--- src/design/pesh_pkg.sv ---
// Shared types, constants and byte builders for the PES header builder.
`timescale 1ns / 1ps
`default_nettype none

package pesh_pkg;

   // Field widths
   localparam int unsigned TS_W      = 33;
   localparam int unsigned LEN_W     = 16;
   localparam int unsigned BITRATE_W = 31;
   localparam int unsigned RATE_W    = 22;
   localparam int unsigned IDX_W     = 5;
   localparam int unsigned CSR_IDX_W = 2;

   // Configuration register indexes
   localparam logic [CSR_IDX_W-1:0] CSR_VIDEO_BITRATE = 2'd0;
   localparam logic [CSR_IDX_W-1:0] CSR_AUDIO_BITRATE = 2'd1;

   // bitrate/400 == (bitrate >> 4) / 25; /25 by reciprocal 2^32/25, rounded up
   localparam int unsigned RATE_SHIFT = 4;
   localparam int unsigned RECIP_W    = 28;
   localparam int unsigned RECIP_Q    = 32;
   localparam logic [RECIP_W-1:0] RECIP_25 = 28'd171798692;

   // Header byte values
   localparam logic [7:0] START_BYTE0  = 8'h00;
   localparam logic [7:0] START_BYTE2  = 8'h01;
   localparam logic [7:0] ID_VIDEO     = 8'hE0;
   localparam logic [7:0] ID_AUDIO     = 8'hC0;
   localparam logic [7:0] MARKER_BYTE  = 8'h84;
   localparam logic [7:0] FLAGS_NONE   = 8'h10;
   localparam logic [7:0] FLAGS_PTS    = 8'h90;
   localparam logic [7:0] FLAGS_BOTH   = 8'hD0;
   localparam logic [7:0] HLEN_NONE    = 8'd3;
   localparam logic [7:0] HLEN_PTS     = 8'd8;
   localparam logic [7:0] HLEN_BOTH    = 8'd13;
   localparam logic [3:0] PREFIX_PTS   = 4'h2;
   localparam logic [3:0] PREFIX_BOTH  = 4'h3;
   localparam logic [3:0] PREFIX_DTS   = 4'h1;

   // Packet length addends (header bytes minus 6)
   localparam logic [LEN_W-1:0] LEN_ADD_NONE = 16'd6;
   localparam logic [LEN_W-1:0] LEN_ADD_PTS  = 16'd11;
   localparam logic [LEN_W-1:0] LEN_ADD_BOTH = 16'd16;

   // Byte positions
   localparam logic [IDX_W-1:0] IDX_START0  = 5'd0;
   localparam logic [IDX_W-1:0] IDX_START1  = 5'd1;
   localparam logic [IDX_W-1:0] IDX_START2  = 5'd2;
   localparam logic [IDX_W-1:0] IDX_ID      = 5'd3;
   localparam logic [IDX_W-1:0] IDX_LEN_HI  = 5'd4;
   localparam logic [IDX_W-1:0] IDX_LEN_LO  = 5'd5;
   localparam logic [IDX_W-1:0] IDX_MARKER  = 5'd6;
   localparam logic [IDX_W-1:0] IDX_FLAGS   = 5'd7;
   localparam logic [IDX_W-1:0] IDX_HLEN    = 5'd8;
   localparam logic [IDX_W-1:0] IDX_STAMP0  = 5'd9;
   localparam logic [IDX_W-1:0] IDX_STAMP1  = 5'd14;
   localparam logic [IDX_W-1:0] STAMP_BYTES = 5'd5;
   localparam logic [IDX_W-1:0] LAST_NONE   = 5'd11;
   localparam logic [IDX_W-1:0] LAST_PTS    = 5'd16;
   localparam logic [IDX_W-1:0] LAST_BOTH   = 5'd21;

   // Which time stamps a packet carries
   typedef enum logic [1:0] {
      KIND_NONE = 2'd0,
      KIND_PTS  = 2'd1,
      KIND_BOTH = 2'd2
   } kind_type;

   // One classified request, as held in the queue
   typedef struct packed {
      logic              mode;
      kind_type          kind;
      logic [TS_W-1:0]   pts;
      logic [TS_W-1:0]   dts;
      logic [LEN_W-1:0]  pkt_len;
      logic [RATE_W-1:0] rate;
   } entry_type;

   // Queue status seen by both sides
   typedef struct packed {
      logic full;
      logic empty;
   } q_status_type;

   // Byte k of a 5-byte time stamp field with markers
   function automatic logic [7:0] stamp_byte(input logic [3:0] prefix,
                                             input logic [TS_W-1:0] ts,
                                             input logic [2:0] k);
      logic [7:0] b;
      case (k)
         3'd0:    b = {prefix, ts[32:30], 1'b1};
         3'd1:    b = ts[29:22];
         3'd2:    b = {ts[21:15], 1'b1};
         3'd3:    b = ts[14:7];
         default: b = {ts[6:0], 1'b1};
      endcase
      return b;
   endfunction

   // Byte k of the 3-byte ES rate field
   function automatic logic [7:0] rate_byte(input logic [RATE_W-1:0] rate,
                                            input logic [1:0] k);
      logic [7:0] b;
      case (k)
         2'd0:    b = {1'b1, rate[21:15]};
         2'd1:    b = rate[14:7];
         default: b = {rate[6:0], 1'b1};
      endcase
      return b;
   endfunction

endpackage

`default_nettype wire

--- src/design/pesh_back.sv ---
// Byte sequencer: walks the head queue word and emits header bytes.
`timescale 1ns / 1ps
`default_nettype none

module pesh_back (
   input  wire                         clock,
   input  wire                         reset,
   // queue side
   input  pesh_pkg::entry_type         q_entry,
   input  pesh_pkg::q_status_type      q_status,
   output logic                        q_pop,
   // response channel
   output logic                        rsp_valid,
   input  wire                         rsp_stall,
   output logic [7:0]                  rsp_header_byte,
   output logic                        rsp_last
);

   logic [pesh_pkg::IDX_W-1:0] idx_ff, idx_in;
   logic                       rsp_valid_ff, rsp_valid_in;
   logic [7:0]                 rsp_byte_ff, rsp_byte_in;
   logic                       rsp_last_ff, rsp_last_in;
   logic                       advance;
   logic                       load;
   logic [pesh_pkg::IDX_W-1:0] last_idx;
   logic [pesh_pkg::IDX_W-1:0] ts_end;
   logic [pesh_pkg::IDX_W-1:0] stamp_off;
   logic [pesh_pkg::IDX_W-1:0] rate_off;
   logic [7:0]                 flags;
   logic [7:0]                 hlen;
   logic [3:0]                 first_prefix;
   logic                       is_last;
   logic [7:0]                 cur_byte;

   assign rsp_valid       = rsp_valid_ff;
   assign rsp_header_byte = rsp_byte_ff;
   assign rsp_last        = rsp_last_ff;

   assign advance = !rsp_valid_ff || !rsp_stall;
   assign load    = advance && !q_status.empty;
   assign is_last = (idx_ff == last_idx);
   assign q_pop   = load && is_last;

   // Per-kind layout
   always_comb begin
      case (q_entry.kind)
         pesh_pkg::KIND_BOTH: begin
            last_idx     = pesh_pkg::LAST_BOTH;
            ts_end       = pesh_pkg::IDX_STAMP1 + pesh_pkg::STAMP_BYTES;
            flags        = pesh_pkg::FLAGS_BOTH;
            hlen         = pesh_pkg::HLEN_BOTH;
            first_prefix = pesh_pkg::PREFIX_BOTH;
         end
         pesh_pkg::KIND_PTS: begin
            last_idx     = pesh_pkg::LAST_PTS;
            ts_end       = pesh_pkg::IDX_STAMP1;
            flags        = pesh_pkg::FLAGS_PTS;
            hlen         = pesh_pkg::HLEN_PTS;
            first_prefix = pesh_pkg::PREFIX_PTS;
         end
         default: begin
            last_idx     = pesh_pkg::LAST_NONE;
            ts_end       = pesh_pkg::IDX_STAMP0;
            flags        = pesh_pkg::FLAGS_NONE;
            hlen         = pesh_pkg::HLEN_NONE;
            first_prefix = pesh_pkg::PREFIX_PTS;
         end
      endcase
   end

   // Byte select by position
   always_comb begin
      stamp_off = idx_ff - ((idx_ff < pesh_pkg::IDX_STAMP1) ? pesh_pkg::IDX_STAMP0
                                                            : pesh_pkg::IDX_STAMP1);
      rate_off  = idx_ff - ts_end;
      if (idx_ff < pesh_pkg::IDX_STAMP0) begin
         case (idx_ff)
            pesh_pkg::IDX_START0: cur_byte = pesh_pkg::START_BYTE0;
            pesh_pkg::IDX_START1: cur_byte = pesh_pkg::START_BYTE0;
            pesh_pkg::IDX_START2: cur_byte = pesh_pkg::START_BYTE2;
            pesh_pkg::IDX_ID:
               cur_byte = q_entry.mode ? pesh_pkg::ID_AUDIO : pesh_pkg::ID_VIDEO;
            pesh_pkg::IDX_LEN_HI: cur_byte = q_entry.pkt_len[15:8];
            pesh_pkg::IDX_LEN_LO: cur_byte = q_entry.pkt_len[7:0];
            pesh_pkg::IDX_MARKER: cur_byte = pesh_pkg::MARKER_BYTE;
            pesh_pkg::IDX_FLAGS:  cur_byte = flags;
            default:              cur_byte = hlen;
         endcase
      end else if (idx_ff < ts_end) begin
         if (idx_ff < pesh_pkg::IDX_STAMP1) begin
            cur_byte = pesh_pkg::stamp_byte(first_prefix, q_entry.pts, stamp_off[2:0]);
         end else begin
            cur_byte = pesh_pkg::stamp_byte(pesh_pkg::PREFIX_DTS, q_entry.dts,
                                            stamp_off[2:0]);
         end
      end else begin
         cur_byte = pesh_pkg::rate_byte(q_entry.rate, rate_off[1:0]);
      end
   end

   // Output register and position counter
   always_comb begin
      idx_in       = idx_ff;
      rsp_valid_in = rsp_valid_ff;
      rsp_byte_in  = rsp_byte_ff;
      rsp_last_in  = rsp_last_ff;
      if (advance) begin
         rsp_valid_in = !q_status.empty;
      end
      if (load) begin
         rsp_byte_in = cur_byte;
         rsp_last_in = is_last;
         idx_in      = is_last ? '0 : idx_ff + pesh_pkg::IDX_W'(1);
      end
   end

   always_ff @(posedge clock) begin
      if (reset) begin
         idx_ff       <= '0;
         rsp_valid_ff <= 1'b0;
      end else begin
         idx_ff       <= idx_in;
         rsp_valid_ff <= rsp_valid_in;
      end
   end

   always_ff @(posedge clock) begin
      rsp_byte_ff <= rsp_byte_in;
      rsp_last_ff <= rsp_last_in;
   end

   a_idx_restarts: assert property (@(posedge clock) disable iff (reset)
      q_pop |=> (idx_ff == '0))
      else $error("byte position not cleared after last byte");

   a_idx_stalled: assert property (@(posedge clock) disable iff (reset)
      (q_status.empty || !advance) |=> $stable(idx_ff))
      else $error("byte position moved without a byte");

   a_last_matches_pop: assert property (@(posedge clock) disable iff (reset)
      load |=> (rsp_last_ff == $past(q_pop)))
      else $error("last flag and queue pop disagree");

endmodule

`default_nettype wire

--- config.mk ---
export PLATFORM = sky130hd
export DESIGN_NAME = pesh_back
export DESIGN_NICKNAME = d
export VERILOG_FILES = /design/src/design/pesh_pkg.sv /design/src/design/pesh_back.sv
export SDC_FILE = /design/constraint.sdc
export NUM_CORES = 1
export LEC_CHECK = 0
export ABC_AREA = 1
export BUFFER_PORTS_ARGS = -buffer_cell sky130_fd_sc_hd__buf_2
export CAP_MARGIN = 20
export CORE_ASPECT_RATIO = 0.8
export CORE_MARGIN = 1
export CORE_UTILIZATION = 44
export DETAILED_ROUTE_END_ITERATION = 8
export PLACE_DENSITY = 0.79
export SYNTH_ARGS = -nofsm -noshare
export SYNTH_HDL_FRONTEND = slang
export SYNTH_SLANG_ARGS = --single-unit
--- constraint.sdc ---
create_clock -name clock -period 3.3 [get_ports clock]
set_input_delay 0.165 -clock clock [delete_from_list [all_inputs] [get_ports clock]]
set_output_delay 0.165 -clock clock [all_outputs]
set_load 0.005 [all_outputs]
Word-level counts from Yosys, hierarchy flattened
Index checks and enable logic that the tools add are counted.
{ "classes": {"eq_ne": 14, "n_lt_le_gt_ge": 3, "addsub": 3, "reduce_logical": 10, "muxes": 15} }
{ "ops": {"columns": ["op", "count"], "rows": [
  ["8-bit case mux with 4 select lines", 2],
  ["8-bit case mux with 7 select lines", 1],
  ["8-bit case mux with 2 select lines", 2],
  ["8-bit 2-to-1 mux", 3],
  ["5-bit by 3-bit equality test with 1-bit output (second input constant)", 4],
  ["5-bit case mux with 2 select lines", 2],
  ["5-bit by 2-bit equality test with 1-bit output (second input constant)", 2],
  ["5-bit by 4-bit < comparator with 1-bit output (second input constant)", 2],
  ["4-bit case mux with 2 select lines", 1],
  ["3-bit by 2-bit equality test with 1-bit output (second input constant)", 2],
  ["6-bit 2-to-1 mux", 1],
  ["5-bit by 1-bit adder with 5-bit output (second input constant)", 1],
  ["5-bit by 1-bit equality test with 1-bit output (second input constant)", 1],
  ["5-bit equality test", 1],
  ["5-bit logical NOT", 1],
  ["5-bit < comparator", 1],
  ["5-bit 2-to-1 mux", 1],
  ["2-bit by 1-bit equality test with 1-bit output (second input constant)", 2],
  ["3-bit by 1-bit equality test with 1-bit output (second input constant)", 1],
  ["1-bit logical NOT", 3],
  ["3-bit logical NOT", 1],
  ["3-bit 2-to-1 mux", 1],
  ["3-bit subtractor", 1],
  ["2-bit equality test (second input constant)", 1],
  ["6 further kinds", 7]
]} }
{ "word_totals": {"in_bits": 112, "reg_bits": 15, "out_inout_bits": 11, "word_cells": 49} }

Logic depth before layout (Yosys ltp)
{ "logic_depth": {"ltp_word": 8, "mapped_depth": 18, "depth_no_buf": 16} }

Least setup slack after synthesis
No wires, ideal clock.
{ "synth_timing": {"path_type": "flip-flop to flip-flop", "start": "reg idx_ff[2] (netlist name)", "end": "reg rsp_byte_ff[5], in the netlist rsp_header_byte[5], data pin", "setup_ns": 0.132, "required_time_ns": 3.168, "t_arrival_ns": 2.769, "path_stages_with_launch": 19, "period_less_slack_ns": 2.901, "n_path_buf": 2, "setup_slack_ns": 0.399, "path_cell_list": "dfxtp_1 -> buf_4 -> nand3_1 -> nand2_1 -> clkinv_1 -> ha_1 -> fa_1 -> inv_1 -> or2_2 -> inv_1 -> buf_4 -> nand2_1 -> nand2_1 -> nor2_1 -> nand2_1 -> o211ai_1 -> nand3_1 -> nand2_1 -> nand2_1"} }
{ "synth_via": {"elab_chain_cells": 8, "elab_cells_between_ends": 24, "cone_classes": "add/sub: 1; order compare: 3; eq/ne: 10; mux: 7; reduce/logical: 3"} }
{ "synth_rtl": {"columns": ["item", "line_no", "rtl"], "rows": [
  ["start: declaration", "pesh_back.sv:19", "logic [pesh_pkg::IDX_W-1:0] idx_ff, idx_in;"],
  ["start signal: assignment", "pesh_back.sv:122", "idx_ff <= idx_in;"],
  ["5-bit by 4-bit < comparator with 1-bit output", "pesh_back.sv:73, pesh_back.sv:90", null],
  ["3-bit 2-to-1 mux", "pesh_back.sv:73", "stamp_off = idx_ff - ((idx_ff < pesh_pkg::IDX_STAMP1) ? pesh_pkg::IDX_STAMP0"],
  ["3-bit subtractor", "pesh_back.sv:73", null],
  ["3-bit by 2-bit equality test with 1-bit output, or another cell as far along", "pesh_pkg.sv:91", "case (k)"],
  ["8-bit case mux with 4 select lines", "pesh_pkg.sv:91", null],
  ["8-bit 2-to-1 mux", "pesh_back.sv:90", "if (idx_ff < pesh_pkg::IDX_STAMP1) begin"],
  ["8-bit 2-to-1 mux", "pesh_back.sv:89", "end else if (idx_ff < ts_end) begin"],
  ["8-bit 2-to-1 mux *", "pesh_back.sv:76", "if (idx_ff < pesh_pkg::IDX_STAMP0) begin"],
  ["via cur_byte[5]", "pesh_back.sv:33", "logic [7:0] cur_byte;"],
  ["end signal: assignment", "pesh_back.sv:128", "rsp_byte_ff <= rsp_byte_in;"],
  ["end: declaration", "pesh_back.sv:21", "logic [7:0] rsp_byte_ff, rsp_byte_in;"]
]} }
The timed path passes the listed nets; every way through them passes the cells marked *.
A chain may end at the register's enable or synchronous reset.

Final worst setup path
{ "layout_timing": {"start": "reg idx_ff[3] (netlist name)", "end": "reg rsp_byte_ff[5], in the netlist rsp_header_byte[5], data pin"} }
The elaborated chain is that of the path after synthesis.

==> metrics.md <==
| Metric | Value |
|---|---|
| Status | finished clean |
| Post-DP HPWL | 5258 um |
| TritonRoute pass-1 iters | 4 |
| Layout cells sized above 1 | 31.70% |
| Final Util | 62.84% |
| Area contributors post-synth | nand2_1 (19%), edfxtp_1 (13%), nand3_1 (10%), ha_1 (7.5%), inv_1 (7.3%) |
| Final hold violations | 0 |
| Avg Cell Area, Syn | 6.097 um^2 |
| Pwr Density | 265.2 mW/mm^2 |
| Buf/Inv on CP | 3 |
| Wire per inst | 12.89 um |
| Top layer in use | met4 |
| Antenna Cells | 0 |
| Commonest non-fill, non-tap cell in the layout | buf_2 |
| #FFs+latches synth | 15 |
| Setup Fix Bufs, Post-CTS | 0 |
| # nets final | 574 |
| Cells along the critical path | nand3_1 > nand2_1 > clkinv_1 > ha_1 > fa_1 > inv_1 > or2_2 > clkinvlp_4 > nand2_1 > nand2_1 > nor2_1 > nand2_1 > o211ai_1 > nand3_1 > nand2_1 > nand2_1 |
| Unrepaired setup endpoints after global routing | no |
| Synth-to-Final Area Change | 33.77% |
| Syn nets | 455 |
| Total number of vias | 2,692 |
| Final wirelength | 6508 um |
| Final non-filler cell total | 505 |
| Slowest cell on crit path | fa_1 |
| Hold Buf Count CTS | 0 |
| Leading area contributor after synthesis | nand2_1 |
| Worst Tran Pin Value | 0.9473 ns |
| Worst vdd ir | 0.2187 mV |
| Initial antenna violation count | 0 |
| Post-synth top area share | 18.84% |
| Min cycle time layout | 2.987 ns |
| Initial DRC count | 184 |
| Final Cycle Share | 90.51% |
| Setup crit end kind | flop |
| Longest Clk Path Bufs | 2 |
| Most frequent CP cell | nand2_1 |
| Worst hold-check path type | input port to flop |
| Number of library cell types mapped by synthesis | 35 |
| DRC | 0 |
| Cells after DPL | 501 |
| Cts repair resizes | 0 |
| Final instance area | 0.002691 mm^2 |
| Routed metal-1 wirelength | 2823 um |
| CP top delay family | simple AND/OR/NAND/NOR gates |
| Worst R2R Path Depth | 16 |
| # setup viols final | 0 |
| Die Wd | 77.60 um |
| Vias in the first global route | 2,464 |
| Met2 Routed Length | 3089 um |
| Critical Path Source | idx_ff[3] |
| FF-to-FF Start | idx_ff[3] |
| First-pass GRT wire length | 10,880 um |
| Die Span Y | 62.48 um |
| Grt ovf | 0 |
| Setup TNS Final | 0 ns |
| CTS tree | built |
| Critical Path AT | 2.98 ns |
| Sequential share of the synthesized area | 19.40% |
| Average vias per placed instance | 5.331 |
| CTS Sinks | 15 |
| Root Driver | clkbuf_8 |
| Routability cong. | 0.9168 |
| Overall power | 713.7 uW |
| Levels on crit path | 16 |
| Final ANT Viol Nets | 0 |
| Clk Latency, worst-skew pair | 0.25 ns |
| Startpoint Class | flop |
| Post-Syn Instances | 330 |
| Total CTS buffers | 3 |
| I/O Buffers | 121 |
| Max Fanout on Critical Path | 11 |
| Filler instances | 417 |
| Met3 wire len | 495 um |
| Fmax | 334.8 MHz |
| Placed cell areas | 0.002639 mm^2 |
| Core outline area | 0.004283 mm^2 |
| LEAKAGE | 1.468 nW |
| Worst Skew | 0.007642 ns |
| Io pins | 123 |
| Number of max-cap violations | 0 |
| Most frequent cells in the layout | buf_2 (121), nand2_1 (101), nand3_1 (42) |
| Slew Limit Fails | 0 |
| Total global-route track usage | 27.80% |
| Clk slew on worst S/H paths | 0.06 ns |
| Largest net degree at the start of global routing | 27 |
| H-tree levels | 1 |
| Synth warnings | 0 |
| FP Rows | 21 |
| Relative slew slack | 36.85% |
| Crit path kind | flop to flop |
| Synth Cell Area | 0.002012 mm^2 |
| CP required | 3.29 ns |
| Die area | 0.004848 mm^2 |
| Max incr delay on CP | 0.54 ns |
| Initial Util | 46.98% |
| Hold depth | 2 |
| Hold Path Origin | reset |
## final timing paths
path	to	slack (ns)
setup reg to reg	rsp_header_byte[5]	0.31
setup / recovery	rsp_header_byte[5]	0.31
hold / removal	rsp_valid	0.08
hold reg to reg	rsp_valid	0.48
## kinds of logic (layout without fill, tap and decap cells)
group / count (synthesis) / in the layout / share of synthesized area [%]
fa+ha+maj: 13 / 13 / 8.458
xor+xnor: 2 / 2 / 0.8708
compound gates: 53 / 53 / 17.29
flops: 15 / 15 / 19.40
simple gates: 194 / 194 / 42.16
buf+inv: 53 / 171 / 11.82
## per-layer routing
metal  GRT usage (%)  vias up
li1                -     1361
met1           35.72     1213
met2           47.79      104
met3           5.547       14
met4           6.132        0
met5               0        -
## power breakdown
| group | internal (mW) | switching (mW) |
|---|---|---|
| clock | 0.0854 | 0.0610 |
| combinational | 0.139 | 0.210 |
| sequential | 0.212 | 0.00688 |
## area by class of cell
type / instances / area [um^2] / area share [%]
Tap cell: 57 / 71.32 / 2.650
Timing Repair Buffer: 125 / 635.6 / 23.62
Sequential cell: 15 / 391.6 / 14.55
Multi-Input combinational cell: 262 / 1386 / 51.51
Inverter: 42 / 161.4 / 5.997
Clock buffer: 4 / 45.04 / 1.674
## through the flow
stage | setup WS [ns] | hold WS [ns]
after floorplan | 0.3993 | 0.2341
after global placement | 0.2925 | 0.3362
after detailed placement | 0.2179 | 0.3402
after CTS | 0.1790 | 0.07412
after global routing | 0.05812 | 0.07995
final | 0.3133 | 0.07513
## cell usage after synthesis, drive strengths merged
| master | number |
|---|---|
| nand4 | 9 |
| a41oi | 6 |
| dfxtp | 6 |
| and3 | 1 |
| o22ai | 2 |
| nor3 | 4 |
| o21ai | 16 |
| clkinv | 1 |
| nor2 | 27 |
| o211ai | 7 |
| a221oi | 6 |
| clkbuf | 3 |
| inv | 41 |
| edfxtp | 9 |
| xor2 | 2 |
| a22oi | 3 |
| fa | 1 |
| buf | 8 |
| nand3 | 44 |
| a211oi | 1 |
| a21oi | 10 |
| a22o | 2 |
| ha | 12 |
| nor4 | 2 |
| or2 | 5 |
| nand2 | 102 |
## worst register-to-register path, cell delays in order, from the launching register on
cell	delay, ns
dfxtp_1	0.46
nand3_1	0.14
nand2_1	0.11
clkinv_1	0.09
ha_1	0.20
fa_1	0.54
inv_1	0.15
or2_2	0.20
clkinvlp_4	0.23
nand2_1	0.11
nand2_1	0.05
nor2_1	0.09
nand2_1	0.06
o211ai_1	0.08
nand3_1	0.09
nand2_1	0.08
nand2_1	0.05
## flip-flops by register name, indices dropped and copies added, names as in the netlist
signal           count
idx_ff               5
rsp_header_byte      8
rsp_valid            1
rsp_last             1
Note: power is estimated with default switching activity, not from simulation.
