File: config.mk
export PLATFORM = sky130hd
export DESIGN_NAME = pesh_queue
export DESIGN_NICKNAME = d
export VERILOG_FILES = /design/src/design/pesh_pkg.sv /design/src/design/pesh_queue.sv
export SDC_FILE = /design/constraint.sdc
export NUM_CORES = 1
export LEC_CHECK = 0
export BUFFER_PORTS_ARGS = -buffer_cell sky130_fd_sc_hd__buf_2
export CAP_MARGIN = 20
export CORE_ASPECT_RATIO = 1.25
export CORE_MARGIN = 2
export CORE_UTILIZATION = 30
export DETAILED_ROUTE_END_ITERATION = 8
export SYNTH_ARGS = -nofsm -noshare
export SYNTH_HDL_FRONTEND = slang
export SYNTH_SLANG_ARGS = --single-unit
File: constraint.sdc
create_clock -name clock -period 12.2 [get_ports clock]
set_clock_uncertainty 0.15 [all_clocks]
set_input_delay 0.61 -clock clock [delete_from_list [all_inputs] [get_ports clock]]
set_output_delay 0.61 -clock clock [all_outputs]
set_load 0.03 [all_outputs]
File: src/design/pesh_pkg.sv
// Shared types, constants and byte builders for the PES header builder.
`timescale 1ns / 1ps
`default_nettype none

package pesh_pkg;

   // Field widths
   localparam int unsigned TS_W      = 33;
   localparam int unsigned LEN_W     = 16;
   localparam int unsigned BITRATE_W = 31;
   localparam int unsigned RATE_W    = 22;
   localparam int unsigned IDX_W     = 5;
   localparam int unsigned CSR_IDX_W = 2;

   // Configuration register indexes
   localparam logic [CSR_IDX_W-1:0] CSR_VIDEO_BITRATE = 2'd0;
   localparam logic [CSR_IDX_W-1:0] CSR_AUDIO_BITRATE = 2'd1;

   // bitrate/400 == (bitrate >> 4) / 25; /25 by reciprocal 2^32/25, rounded up
   localparam int unsigned RATE_SHIFT = 4;
   localparam int unsigned RECIP_W    = 28;
   localparam int unsigned RECIP_Q    = 32;
   localparam logic [RECIP_W-1:0] RECIP_25 = 28'd171798692;

   // Header byte values
   localparam logic [7:0] START_BYTE0  = 8'h00;
   localparam logic [7:0] START_BYTE2  = 8'h01;
   localparam logic [7:0] ID_VIDEO     = 8'hE0;
   localparam logic [7:0] ID_AUDIO     = 8'hC0;
   localparam logic [7:0] MARKER_BYTE  = 8'h84;
   localparam logic [7:0] FLAGS_NONE   = 8'h10;
   localparam logic [7:0] FLAGS_PTS    = 8'h90;
   localparam logic [7:0] FLAGS_BOTH   = 8'hD0;
   localparam logic [7:0] HLEN_NONE    = 8'd3;
   localparam logic [7:0] HLEN_PTS     = 8'd8;
   localparam logic [7:0] HLEN_BOTH    = 8'd13;
   localparam logic [3:0] PREFIX_PTS   = 4'h2;
   localparam logic [3:0] PREFIX_BOTH  = 4'h3;
   localparam logic [3:0] PREFIX_DTS   = 4'h1;

   // Packet length addends (header bytes minus 6)
   localparam logic [LEN_W-1:0] LEN_ADD_NONE = 16'd6;
   localparam logic [LEN_W-1:0] LEN_ADD_PTS  = 16'd11;
   localparam logic [LEN_W-1:0] LEN_ADD_BOTH = 16'd16;

   // Byte positions
   localparam logic [IDX_W-1:0] IDX_START0  = 5'd0;
   localparam logic [IDX_W-1:0] IDX_START1  = 5'd1;
   localparam logic [IDX_W-1:0] IDX_START2  = 5'd2;
   localparam logic [IDX_W-1:0] IDX_ID      = 5'd3;
   localparam logic [IDX_W-1:0] IDX_LEN_HI  = 5'd4;
   localparam logic [IDX_W-1:0] IDX_LEN_LO  = 5'd5;
   localparam logic [IDX_W-1:0] IDX_MARKER  = 5'd6;
   localparam logic [IDX_W-1:0] IDX_FLAGS   = 5'd7;
   localparam logic [IDX_W-1:0] IDX_HLEN    = 5'd8;
   localparam logic [IDX_W-1:0] IDX_STAMP0  = 5'd9;
   localparam logic [IDX_W-1:0] IDX_STAMP1  = 5'd14;
   localparam logic [IDX_W-1:0] STAMP_BYTES = 5'd5;
   localparam logic [IDX_W-1:0] LAST_NONE   = 5'd11;
   localparam logic [IDX_W-1:0] LAST_PTS    = 5'd16;
   localparam logic [IDX_W-1:0] LAST_BOTH   = 5'd21;

   // Which time stamps a packet carries
   typedef enum logic [1:0] {
      KIND_NONE = 2'd0,
      KIND_PTS  = 2'd1,
      KIND_BOTH = 2'd2
   } kind_type;

   // One classified request, as held in the queue
   typedef struct packed {
      logic              mode;
      kind_type          kind;
      logic [TS_W-1:0]   pts;
      logic [TS_W-1:0]   dts;
      logic [LEN_W-1:0]  pkt_len;
      logic [RATE_W-1:0] rate;
   } entry_type;

   // Queue status seen by both sides
   typedef struct packed {
      logic full;
      logic empty;
   } q_status_type;

   // Byte k of a 5-byte time stamp field with markers
   function automatic logic [7:0] stamp_byte(input logic [3:0] prefix,
                                             input logic [TS_W-1:0] ts,
                                             input logic [2:0] k);
      logic [7:0] b;
      case (k)
         3'd0:    b = {prefix, ts[32:30], 1'b1};
         3'd1:    b = ts[29:22];
         3'd2:    b = {ts[21:15], 1'b1};
         3'd3:    b = ts[14:7];
         default: b = {ts[6:0], 1'b1};
      endcase
      return b;
   endfunction

   // Byte k of the 3-byte ES rate field
   function automatic logic [7:0] rate_byte(input logic [RATE_W-1:0] rate,
                                            input logic [1:0] k);
      logic [7:0] b;
      case (k)
         2'd0:    b = {1'b1, rate[21:15]};
         2'd1:    b = rate[14:7];
         default: b = {rate[6:0], 1'b1};
      endcase
      return b;
   endfunction

endpackage

`default_nettype wire

File: src/design/pesh_queue.sv
// Short FIFO of classified requests between the front and back sides.
`timescale 1ns / 1ps
`default_nettype none

module pesh_queue #(
   parameter int unsigned DEPTH = 2
) (
   input  wire                    clock,
   input  wire                    reset,
   input  wire                    push,
   input  pesh_pkg::entry_type    push_entry,
   input  wire                    pop,
   output pesh_pkg::entry_type    head_entry,
   output pesh_pkg::q_status_type status
);

   localparam int unsigned PTR_W = $clog2(DEPTH);
   localparam int unsigned CNT_W = $clog2(DEPTH + 1);
   localparam logic [PTR_W-1:0] PTR_LAST = PTR_W'(DEPTH - 1);
   localparam logic [CNT_W-1:0] CNT_FULL = CNT_W'(DEPTH);

   pesh_pkg::entry_type slot_ff [DEPTH];
   logic [PTR_W-1:0] wr_ptr_ff, wr_ptr_in;
   logic [PTR_W-1:0] rd_ptr_ff, rd_ptr_in;
   logic [CNT_W-1:0] count_ff, count_in;

   assign status.full  = (count_ff == CNT_FULL);
   assign status.empty = (count_ff == '0);
   assign head_entry   = slot_ff[rd_ptr_ff];

   // Pointer and count update
   always_comb begin
      wr_ptr_in = wr_ptr_ff;
      rd_ptr_in = rd_ptr_ff;
      count_in  = count_ff;
      if (push) begin
         wr_ptr_in = (wr_ptr_ff == PTR_LAST) ? '0 : wr_ptr_ff + PTR_W'(1);
      end
      if (pop) begin
         rd_ptr_in = (rd_ptr_ff == PTR_LAST) ? '0 : rd_ptr_ff + PTR_W'(1);
      end
      if (push && !pop) begin
         count_in = count_ff + CNT_W'(1);
      end else if (pop && !push) begin
         count_in = count_ff - CNT_W'(1);
      end
   end

   always_ff @(posedge clock) begin
      if (reset) begin
         wr_ptr_ff <= '0;
         rd_ptr_ff <= '0;
         count_ff  <= '0;
      end else begin
         wr_ptr_ff <= wr_ptr_in;
         rd_ptr_ff <= rd_ptr_in;
         count_ff  <= count_in;
      end
   end

   // Slot storage, no reset needed
   always_ff @(posedge clock) begin
      if (push) begin
         slot_ff[wr_ptr_ff] <= push_entry;
      end
   end

   a_no_overflow: assert property (@(posedge clock) disable iff (reset)
      push |-> (!status.full || pop))
      else $error("queue pushed while full");

   a_no_underflow: assert property (@(posedge clock) disable iff (reset)
      pop |-> !status.empty)
      else $error("queue popped while empty");

   a_count_bound: assert property (@(posedge clock) disable iff (reset)
      count_ff <= CNT_FULL)
      else $error("queue count out of range");

endmodule

`default_nettype wire

# ---- Word level (Yosys, flattened, before mapping)
# Memories as Yosys holds them, arrays and structs flattened. A register that Yosys moved wholly into a read port is not among the register bits.
# Cells that the tools add are included.
dict set report classes {
  addsub 4
  eq_ne 1
  order_cmp 0
  n_bitwise 0
  shifts 0
  mul 0
  reduce_logical 6
  n_mux 8
  n_div 0
}
# cell count
set op_table {}
lappend op_table {{1-bit 2-to-1 mux} 6}
lappend op_table {{2-bit 2-to-1 mux} 2}
lappend op_table {{1-bit adder, second input constant} 2}
lappend op_table {{2-bit by 1-bit adder with 2-bit output, second input constant} 1}
lappend op_table {{2-bit equality test, second input constant} 1}
lappend op_table {{1-bit logical AND} 2}
lappend op_table {{1-bit logical NOT} 2}
lappend op_table {{2-bit logical NOT} 1}
lappend op_table {{2-bit nonzero test} 1}
lappend op_table {{2-bit by 1-bit subtractor with 2-bit output, second input constant} 1}
dict set report word_totals {
  register_bits 4
  inputBits 111
  wordCells 23
  rom_bits 0
  memories 1
  ramBits 214
  output_inout_bits 109
  latch_bits 0
}
# memory depth width rd rd_clocked_by_memory_dff wr line
set memory_table {}
lappend memory_table {slot_ff 2 107 1 1 1 pesh_queue.sv:22} ;# pesh_pkg::entry_type slot_ff [DEPTH];

# ---- Longest topological paths before layout
# Gate-level depths: netlist of the first run.
dict set report depth {
  depth_word 4
  ltp_mapped 5
  depth_no_buf 5
}

# ---- Least setup slack after synthesis of the first run
# No wires, ideal clock.
dict set report synth_path {
  path_kind {input -> register}
  startpoint {input port push}
  endpoint {memory slot_ff[0][0] (netlist bit) (enable)}
  arrival_time_ns 5.261
  cell_stages 1
  n_path_buf 0
  setup_ns 0.587
  required_time_ns 11.463
  slack_ns 6.202
  cell_sequence {nor2b_1}
}
dict set report synth_between {
  elab_chain_len 2
}
# element line
set synth_rtl {}
lappend synth_rtl {{from (decl)} pesh_queue.sv:10} ;# input wire push,
lappend synth_rtl {{1-bit 2-to-1 mux} pesh_queue.sv:63} ;# if (push) begin
lappend synth_rtl {{1-bit 2-to-1 mux (implied by the code)} pesh_queue.sv:64} ;# slot_ff[wr_ptr_ff] <= push_entry;
lappend synth_rtl {{to (decl)} pesh_queue.sv:22}
# No other way between the ends.

==> summary.md, run 1 <==
| Metric | Value |
|---|---|
| Status | complete, no violations |
| Nets | 703 |
| FF-to-FF End | slot_ff[1][91]$_DFFE_PP_ |
| Clock period minus final worst setup slack | 3.34 ns |
| Die area | around 28000 sq um |
| Setup crit start kind | flip-flop |
| Worst Path Required | 11.44 ns |
| P per Cell Area | 177 nW/um^2 |
| Critical Path End Type | output port |
| Detailed router's first-iteration violation count | 109 |
| DR WL/cell | 16.1 microns |
| CP max FO | 50 |
| Post-CTS setup buffer count | 0 |
| Peak supply drop | 0.000120 V |
| M1 WL | between 5000 and 6000 microns |
| Warning count from the yosys run | 0 |
| CTS H-Tree Depth | 1 |
| RD Place Congestion | between 0.6 and 0.7 |
| Antenna Nets Post-Route | 0 |
| HPWL after DPL | 9920 microns |
| Final wirelength | 15300 microns |
| Mapped Cells | between 300 and 400 |
| DRC | 0 |
| Longest Clk Path Bufs | 3 |
| Vias in the first global route | 4601 |
| Share of the synthesized area in the top cell type | between 70 and 80% |
| Slew @ Worst Pin | 1.06 ns |
| Placed cell area | 9510 sq um |
| Hold EP | slot_ff[1][10]$_DFFE_PP_ |
| Ant diodes | 0 |
| Area leader, netlist | edfxtp_1 |
| Global Route Usage Sum | 10.7% |
| Total power draw | 1.83 mW |
| R2R cell count | 2 |
| Pin count of the biggest net entering global routing | 80 |
| Syn Std Cell Area | between 8000 and 9000 sq um |
| Worst Hold Depth | 1 |
| R2R Setup Slk | 9.84 ns |
| Hold path start | push_entry[10] |
| Placed cell count | 910 |
| CTS root buf | clkbuf_16 |
| WP data arrival | around 2.6 ns |
| CTS tree | done |
| Core Util, Final | 38.8% |
| Post-CTS Hold Buffers | 0 |
| Final Non-Filler Cells | 950 |
| Metal2 WL | 8010 microns |
| Rel. slew slack | 29.4% |
| Met3 WL post-DR | approximately 1400 microns |
| Syn nets | 467 |
| PortBufs | 219 |
| RSZ-0062 raised after global routing | no |
| Clk slew on worst S/H paths | 0.06 ns |
| CTS Sinks | between 200 and 250 |
| Ratio of cells with drive above 1 in the final layout | roughly 60% |
| Yosys cell types | 16 |
| Initial antenna violation count | 0 |
| Sequential-to-total area share from yosys stat | 81.2% |
| First-pass GRT wire length | ~24000 microns |
| Design area | approximately 10000 sq um |
| Initial Util | between 30% and 40% |
| Row cnt | 67 |
| Slew Limit Fails | 0 |
| Finish-stage setup viols | 0 |
| Core Region | between 20000 and 30000 sq um |
| PostCTS Resize Cnt | 0 |
| Static Leakage | 3.87 nW |
| Gr ovfl total | 0 |
| Min-Delay Path Class | in2reg |
| Setup TNS | 0 ns |
| Synth top area cells | edfxtp_1 80%, mux2_2 11%, mux2_4 5.6% |
| Die X | 150 microns |
| Max_cap viols | 0 |
| I/O pin total | 220 |
| Period utilisation layout | 27.4% |
| Seq cells post-synth | 219 |
| Final Hold Viols | 0 |
| Vias per inst | 4.28 |
| Clk_lat worst skew | 0.50 ns |
| P&R area growth vs syn | 28.1% |
| CTS Buf Count | 22 |
| Final WS setup | 8.86 ns |
| Die H | 187 microns |
| Drt first pass iters | 4 |
| Syn avg cell area | between 20 and 25 sq um |
| Top sig layer | met4 |
| Hold_ws | about 0.14 ns |
| Peak Freq | 300 MHz |
| Total number of vias | 4068 |
| Crit Path Class | reg2out |
| Reg2reg start | wr_ptr_ff$_SDFFE_PP0P_ |
| DP Worst Slack | 8.93 ns |
-- state kept, by name, indices dropped and copies added, names as in the netlist, named ones only --
signal / cells
rd_ptr_ff: 1
slot_ff: 214
count_ff: 2
wr_ptr_ff: 1
-- area by class of cell --
class	instances	area, sq um
fillers	2427	16300
clock inverters	7	133
repair buffers	224	1170
multi-input cells	123	1430
clock buffers	31	606
well taps	345	432
inverters	1	3.75
flip-flops and latches	219	6530
-- worst max-delay path: stages (launching register included) --
cell and delay [ns]:
dfxtp_4 0.66, buf_4 0.50, buf_16 0.33, mux2_2 0.39, buf_2 0.18
-- kinds of logic after synthesis --
family	after synthesis	share of synthesized area [%]
flip-flops	219	81.2
multiplexers	107	16.4
buffers and inverters	13	1.18
AND/OR/NAND/NOR	9	0.545
XOR/XNOR	4	0.436
AO/OA/AOI/OAI	2	0.124
adder cells (fa/ha/maj)	1	0.156
-- power by group --
group	switching, mW	total (mW)	internal, mW
registers	0.0156	0.894	0.879
clock network	0.258	0.686	0.428
logic	0.155	0.245	0.0906
-- placed cells by master (no fill, tap or decap), types with 2 or more instances in the layout --
cell,n
buf_2,219
edfxtp_1,214
mux2_2,77
mux2_4,30
clkbuf_16,23
clkbuf_1,8
nor2_1,5
bufinv_16,4
dfxtp_1,4
buf_4,3
xor2_1,2
xnor2_1,2
clkinv_1,2
-- worst max path at each step --
stage                     slack (ns)  cells past startpoint       from                       end
final                           8.86                      4  flip-flop           head_entry[100]
after global routing            8.69                      4  flip-flop           head_entry[100]
after CTS                       8.53                      3  flip-flop            head_entry[22]
after detailed placement        8.93                      3       push  slot_ff[0][10]$_DFFE_PP_
after global placement          9.08                      3       push   slot_ff[0][1]$_DFFE_PP_
after floorplan                 6.20                      1       push   slot_ff[0][0]$_DFFE_PP_
-- routing by layer --
metal,vias up,track usage [%]
met4,0,3.81
met2,157,19.7
met5,-,0
met3,31,3.80
met1,2003,10.8
li1,1877,-
-- synthesized netlist by cell type (all sizes together) --
master	number
a21oi	1
dfxtp	5
and2	1
xor2	2
or3	1
buf	12
edfxtp	214
nor2b	2
o21ai	1
nor2	5
mux2	107
ha	1
inv	1
xnor2	2
Note: power is estimated with default switching activity, not from simulation.
==> run 2: changes to the inputs <==
ABC_AREA = 1   (was not set)
clock period = 3.5 ns   (was 12.2 ns; I/O delays follow)
==> run 2 against run 1 <==
Against the previous run: design area is 11% higher; core utilization grew 4.2 points; combinational power increased to 3.7 times the previous value; routed wire length up 9.8%; largest cell class unchanged; final cell count up 13%; critical path type unchanged; synthesized cell count grew 3.1%; global-route usage grew 0.81 points; die area up 0.26%; power rose to 3.5 times the previous value.
==> summary.md, run 2 <==
| Metric | Value |
|---|---|
| Status | complete, no violations |
| Internal | 4.92 mW (+250%) |
| Placed cell count | 923 (+1.4%) |
| Number of fill cells | 2388 (-1.6%) |
| Peak supply drop | 0.000312 V (+160%) |
| Final wirelength | 16800 microns (+9.8%) |
| Pin count of the biggest net entering global routing | 65 (-19%) |
| Clk_lat worst skew | 0.50 ns (about the same) |
| Clock power frac | 38.0% (+0.4 points) |
| Clk slew on worst S/H paths | 0.06 ns (about the same) |
| I/O pin total | 220 (unchanged) |
| CTS Sinks | 219 (unchanged) |
| CP max FO | 32 (-36%) |
| Commonest cells post-synth | 214 x edfxtp_1, 77 x mux2_2, 30 x mux2_4 |
| RD Place Congestion | 0.677 (-0.15%) |
| Crit Path Class | reg2out |
| Flop pwr share | 48.0% (-1.0 points) |
| Share of total power in combinational logic | 14.0% (+0.6 points) |
| Number of flip-flops in the largest register | 214 (unchanged) |
| Seq cells post-synth | 219 (unchanged) |
| Initial Util | 30.2% (about the same) |
| Syn nets | 478 (+2.4%) |
| Static Leakage | 4.39 nW (+13%) |
| Slew @ Worst Pin | 0.863 ns (-0.196 ns) |
| Ratio of cells with drive above 1 in the final layout | 50.5% (-9.3 points) |
| Total power draw | 6.44 mW (+250%) |
| Total number of vias | 4530 (+11%) |
| Placed cell area | 9570 sq um (+0.64%) |
| Worst Path Required | 3.17 ns (-8.27 ns) |
| Design area | 11500 sq um (+11%) |
| Die H | 187 microns (+0.13%) |
| Slew Limit Fails | 0 (unchanged) |
| Count leader, synth | edfxtp_1 |
| Hold path start | push_entry[79] |
| EDFF count, synth | 214 (unchanged) |
| CTS root buf | clkbuf_16 |
| Min-Delay Path Class | in2reg |
| Syn Std Cell Area | 8060 sq um (+0.26%) |
| P&R area growth vs syn | 42.2% |
| Initial antenna violation count | 2 (+2) |
| Setup TNS | 0 ns (unchanged) |
| Async SR Flop Fraction | 0% (unchanged) |
| Core Region | 26700 sq um (+0.32%) |
| Final Hold Viols | 0 (unchanged) |
| Hold EP | slot_ff[1][79]$_DFFE_PP_ |
| Nets | 826 (+17%) |
| Detailed router's first-iteration violation count | 182 (+67%) |
| Warning count from the yosys run | 0 (unchanged) |
| Yosys cell types | 16 (unchanged) |
| Synth top area cells | edfxtp_1 80%, mux2_2 11%, mux2_4 5.6% |
| Longest Clk Path Bufs | 3 (unchanged) |
| WP data arrival | 2.27 ns (-0.31 ns) |
| Antenna Nets Post-Route | 0 (unchanged) |
| Reg2reg start | wr_ptr_ff$_SDFFE_PP0P_ |
| Area leader, netlist | edfxtp_1 |
| Critical Path End Type | output port |
| Final Non-Filler Cells | 1077 (+13%) |
| HPWL after DPL | 10700 microns (+7.8%) |
| Syn avg cell area | 22.0 sq um (-2.7%) |
| Rel. slew slack | 42.5% (+13 points) |
| RSZ-0062 raised after global routing | no |
| Row cnt | 67 (unchanged) |
| Sw frac | 23.6% (+0.16 points) |
| CTS Buf Count | 23 (+4.5%) |
| FF-to-FF End | slot_ff[1][59]$_DFFE_PP_ |
| CTS tree | done |
| Die X | 151 microns (+0.13%) |
| DR WL/cell | 15.6 microns (-3.1%) |
| Most used flip-flop cell after synthesis | edfxtp_1 |
| Period utilisation layout | 74.2% |
| PortBufs | 219 (unchanged) |
| Gr ovfl total | 0 (unchanged) |
| Clock period minus final worst setup slack | 2.60 ns |
| Worst Hold Depth | 2 (+1) |
| Vias in the first global route | 5010 (+8.9%) |
| Global Route Usage Sum | 11.5% (+0.81 points) |
| Sequential-to-total area share from yosys stat | 81.0% (-0.21 points) |
| Commonest non-fill, non-tap cells in the layout | 219 x buf_2, 214 x edfxtp_1, 111 x dlygate4sd3_1 |
| Die area | 28200 sq um (+0.26%) |
| Top reg by flops | slot_ff |
| DRC | 0 (unchanged) |
| Biggest regs | slot_ff x214, count_ff x2 |
| R2R cell count | 3 (+1) |
| CTS H-Tree Depth | 1 (unchanged) |
| Finish-stage setup viols | 0 (unchanged) |
| Most common cell after layout, fill and taps aside | buf_2 |
| Vias per inst | 4.21 (-1.8%) |
| P per Cell Area | 562 nW/um^2 (+220%) |
| Peak Freq | 385 MHz |
| Share of the synthesized area in the top cell type | 79.7% (-0.21 points) |
| Net Switching | 1.52 mW (+250%) |
| Mapped Cells | 366 (+3.1%) |
| First-pass GRT wire length | 25300 microns (+7.4%) |
| R2R Setup Slk | 1.56 ns (-8.28 ns) |
| Drt first pass iters | 4 (unchanged) |
| Max_cap viols | 0 (unchanged) |
| Setup crit start kind | flip-flop |
==> run 2: changes by cell type in the layout (fill, tap and decap cells not counted), sizes merged, moves of 5 or more <==
cell / before / now
dlygate4sd3: 0 / 111
clkbuf: 31 / 25
clkinv: 3 / 12
inv: 1 / 9
nand2: 0 / 5
==> run 2: worst max-delay path by stage <==
| stage | start | to | slack (ns) | cells past startpoint |
|---|---|---|---|---|
| 2_1_floorplan | wr_ptr_ff$_SDFFE_PP0P_ | slot_ff[1][0]$_DFFE_PP_ | 0.36 | 2 |
| 3_3_place_gp | flip-flop | head_entry[45] | 1.38 | 3 |
| 3_5_place_dp | flip-flop | head_entry[104] | 1.35 | 3 |
| 4_1_cts | flip-flop | head_entry[104] | 0.80 | 3 |
| 5_1_grt | flip-flop | head_entry[104] | 0.75 | 3 |
| 6_report | flip-flop | head_entry[104] | 0.90 | 3 |
==> run 2: kinds of logic after synthesis <==
group | count (synthesis) | share of synthesized area, %
flip-flops | 219 | 81.0
AND/OR/NAND/NOR | 15 | 0.761
XOR/XNOR | 1 | 0.109
AO/OA/AOI/OAI | 2 | 0.124
buffers and inverters | 21 | 1.55
multiplexers | 107 | 16.3
adder cells (fa/ha/maj) | 1 | 0.155
==> run 2: power by group through the flow <==
stage / clock (mW) / combinational [mW] / sequential (mW)
final: 2.45 / 0.901 / 3.09
after global routing: 2.63 / 0.961 / 3.10
after CTS: 2.53 / 0.914 / 3.09
after detailed placement: 0 / 0.810 / 3.15
after global placement: 0 / 0.796 / 3.14
after floorplan: 0 / 0.576 / 3.12
==> run 2: final cells by class <==
class	instances	area [sq um]	area share [%]
Antenna cell	2	5.00	0.0437
Clock buffer	25	583	5.09
Clock inverter	16	190	1.66
Inverter	9	36.3	0.317
Multi-Input combinational cell	126	1420	12.4
Sequential cell	219	6530	57.0
Tap cell	345	432	3.77
Timing Repair Buffer	335	2270	19.8
==> run 2: stage by stage <==
stage | hold WS [ns] | utilization (%) | worst slack, ns
floorplan | 0.0974 | - | 0.364
global placement | 0.213 | 35.9 | 1.38
detailed placement | 0.216 | 35.9 | 1.35
CTS | 0.215 | 43.0 | 0.804
global route | 0.235 | 43.0 | 0.751
finish | 0.249 | 43.0 | 0.902
==> run 2: timing repair <==
action                                 CTS  global route
hold buffers                           111             0
setup buffers                            0             0
endpoints found under the hold margin  219             0
gates resized for setup                  0             0
==> run 2: routing by layer <==
metal	track usage (%)	vias to the layer above	share of wire (%)
li1	-	2127	-
met1	12.7	2199	37
met2	21.1	158	53
met3	2.80	46	6.8
met4	3.95	0	2.8
met5	0	-	0
==> run 2: worst max-delay path: stages, from the launching register on <==
cell and delay, ns:
dfxtp_4 0.66, buf_4 0.50, mux2_2 0.40, buf_2 0.18
==> run 3: changes to the inputs <==
clock period = 2.6 ns   (was 3.5 ns; I/O delays follow)
==> run 3 against run 2 <==
Against the previous run: combinational power up 39%; register-to-register slack lost 0.62 ns; design area up 0.15%; die area did not move; count of clock-buffer cells in the layout grew 3; largest power group unchanged.
==> summary.md, run 3 (same netlist as run 2, synthesis figures left out) <==
| Metric | Value |
|---|---|
| Routing usage on met1 | 11.5% (-1.2 points) |
| Core Util, Final | 43.1% (+0.066 points) |
| PortBufs | 219 (unchanged) |
| Rel. slew slack | 59.8% (+17 points) |
| CTS H-Tree Depth | 1 (unchanged) |
| Met2 Resource Use GR | 21.6% (+0.42 points) |
| Vias per inst | 4.23 (+0.51%) |
| CTS root buf | clkbuf_16 |
| Row cnt | 67 (unchanged) |
| Clock power frac | 36.8% (-1.2 points) |
| P&R area growth vs syn | 42.4% |
| Drt first pass iters | 4 (unchanged) |
| FF/Latch Area | 6530 sq um (unchanged) |
| Footprint of the multi-input gates | 1420 sq um (unchanged) |
| Hold_ws | 0.205 ns (-0.0436 ns) |
| Initial Util | 30.2% (unchanged) |
| Min-Delay Path Class | in2reg |
| Share of total power in combinational logic | 14.7% (+0.7 points) |
| Net Switching | 1.99 mW (+31%) |
| HPWL after DPL | 10700 microns (-0.15%) |
| Ratio of cells with drive above 1 in the final layout | 50.1% (-0.41 points) |
| Crit path max-delay family | buffers and inverters |
| Total number of vias | 4549 (+0.42%) |
| Slew @ Worst Pin | 0.602 ns (-0.261 ns) |
| CP max FO | 76 (+140%) |
| Peak supply drop | 0.000558 V (+79%) |
| Die H | 187 microns (unchanged) |
| DRC | 0 (unchanged) |
| Number of flip-flops in the largest register | 214 (unchanged) |
| Flop pwr share | 48.5% (+0.5 points) |
| Die area | 28200 sq um (unchanged) |
| Gr busiest metal | met2 |
| Commonest non-fill, non-tap cells in the layout | 219 x buf_2, 214 x edfxtp_1, 111 x dlygate4sd3_1 |
| Top reg by flops | slot_ff |
| WP data arrival | 1.90 ns (-0.37 ns) |
| CTS Sinks | 219 (unchanged) |
| Max_cap viols | 0 (unchanged) |
| Sw frac | 23.4% (-0.26 points) |
| Slowest CP cell | mux2_2 |
| CTS tree | done |
| Crit Path Class | reg2out |
| Number of fill cells | 2364 (-1.0%) |
| Critical Path Max Stage Delay | 0.41 ns (-0.25 ns) |
| Finish-stage setup viols | 0 (unchanged) |
| Initial antenna violation count | 3 (+1) |
| Pin count of the biggest net entering global routing | 77 (+18%) |
| Slew Limit Fails | 0 (unchanged) |
| Nets | 827 (+0.12%) |
| M3 GR Usage | 3.27% (+0.46 points) |
| Clk_lat worst skew | 0.50 ns (about the same) |
| Vias in the first global route | 5085 (+1.5%) |
| RD Place Congestion | 0.680 (+0.40%) |
| Biggest regs | slot_ff x214, count_ff x2 |
| Setup crit start kind | flip-flop |
| Internal | 6.53 mW (+33%) |
| RSZ-0062 raised after global routing | no |
| Antenna Nets Post-Route | 0 (unchanged) |
| First-pass GRT wire length | 25000 microns (-1.4%) |
| Status | complete, no violations |
| Worst Path Required | 2.32 ns (-0.85 ns) |
| Static Leakage | 4.38 nW (-0.20%) |
| Detailed router's first-iteration violation count | 133 (-27%) |
| Global Route Usage Sum | 11.2% (-0.25 points) |
| Cell Chain, Critical Path | buf_12, mux2_2, buf_2 |
| Period utilisation layout | 84.0% |
| Core Region | 26700 sq um (unchanged) |
| Final wirelength | 16500 microns (-1.6%) |
| Clk slew on worst S/H paths | 0.06 ns (about the same) |
| Critical Path End Type | output port |
| Most common cell after layout, fill and taps aside | buf_2 |
| Longest Clk Path Bufs | 3 (unchanged) |
| CTS Buf Count | 22 (-4.3%) |
| Setup TNS | 0 ns (unchanged) |
| DR WL/cell | 15.4 microns (-1.5%) |
| Die X | 151 microns (unchanged) |
| PostCTS Resize Cnt | 0 (unchanged) |
| Gr ovfl total | 0 (unchanged) |
| P per Cell Area | 742 nW/um^2 (+32%) |
| Worst path bufs/invs | 2 (unchanged) |
| I/O pin total | 220 (unchanged) |
| Final Hold Viols | 0 (unchanged) |
| Peak Freq | ~460 MHz |
| Clock period minus final worst setup slack | between 2 and 2.5 ns |
==> run 3: cell types whose count changed in the layout (fill, tap and decap cells not counted) <==
cell / change
buf_12: +4
inv_4: -1
clkinv_4: -1
clkbuf_1: +3
clkinvlp_4: +1
diode_2: -1
bufinv_16: -1
clkinv_8: -1
clkinv_2: -4
inv_6: +2
buf_4: -2
==> run 3: area by class of cell <==
| class | instances | area share [%] |
|---|---|---|
| Sequential cell | 219 | 56.9 |
| Timing Repair Buffer | 337 | 20.3 |
| Multi-Input combinational cell | 126 | 12.3 |
| Clock buffer | 28 | 5.18 |
| Tap cell | 345 | 3.76 |
| Clock inverter | 11 | 1.16 |
| Inverter | 9 | 0.327 |
| Antenna cell | 1 | 0.0218 |
==> run 3: power by group through the flow <==
stage	sequential (mW)	clock, mW	combinational (mW)
floorplan	4.20	0	0.776
global placement	4.20	0	1.11
detailed placement	4.21	0	1.13
CTS	4.13	3.25	1.27
global route	4.15	3.37	1.33
finish	4.13	3.13	1.25
==> run 3: metal layers <==
metal	vias to the layer above	routed length, microns
met5	-	27
met4	4	352
met3	30	1270
met2	164	8850
met1	2218	6030
li1	2133	-
==> run 3: worst paths after layout <==
kind / start / to / slack [ns] / cells past startpoint
hold / removal: push_entry[14] / slot_ff[1][14]$_DFFE_PP_ / 0.21 / 2
setup / recovery: flip-flop / head_entry[104] / 0.42 / 3
setup reg to reg: wr_ptr_ff$_SDFFE_PP0P_ / slot_ff[0][26]$_DFFE_PP_ / 0.94 / 2
hold reg to reg: wr_ptr_ff$_SDFFE_PP0P_ / wr_ptr_ff$_SDFFE_PP0P_ / 0.39 / 2
==> run 3: per-stage QoR <==
| step | worst slack, ns | power (mW) | std cells | cell area [sq um] |
|---|---|---|---|---|
| floorplan | 0.0520 | 4.98 | 366 | 8070 |
| global placement | 0.946 | 5.31 | 925 | 9640 |
| detailed placement | 0.904 | 5.34 | 925 | 9640 |
| CTS | 0.386 | 8.66 | 1075 | 11500 |
| global route | 0.356 | 8.85 | 1075 | 11500 |
| finish | 0.416 | 8.51 | 1076 | 11500 |
==> run 3: what timing repair did <==
item | CTS | global route
endpoints found under the hold margin | 231 | 0
setup endpoints to repair | 0 | 0
buffers inserted | 0 | 0
hold buffers | 111 | 0
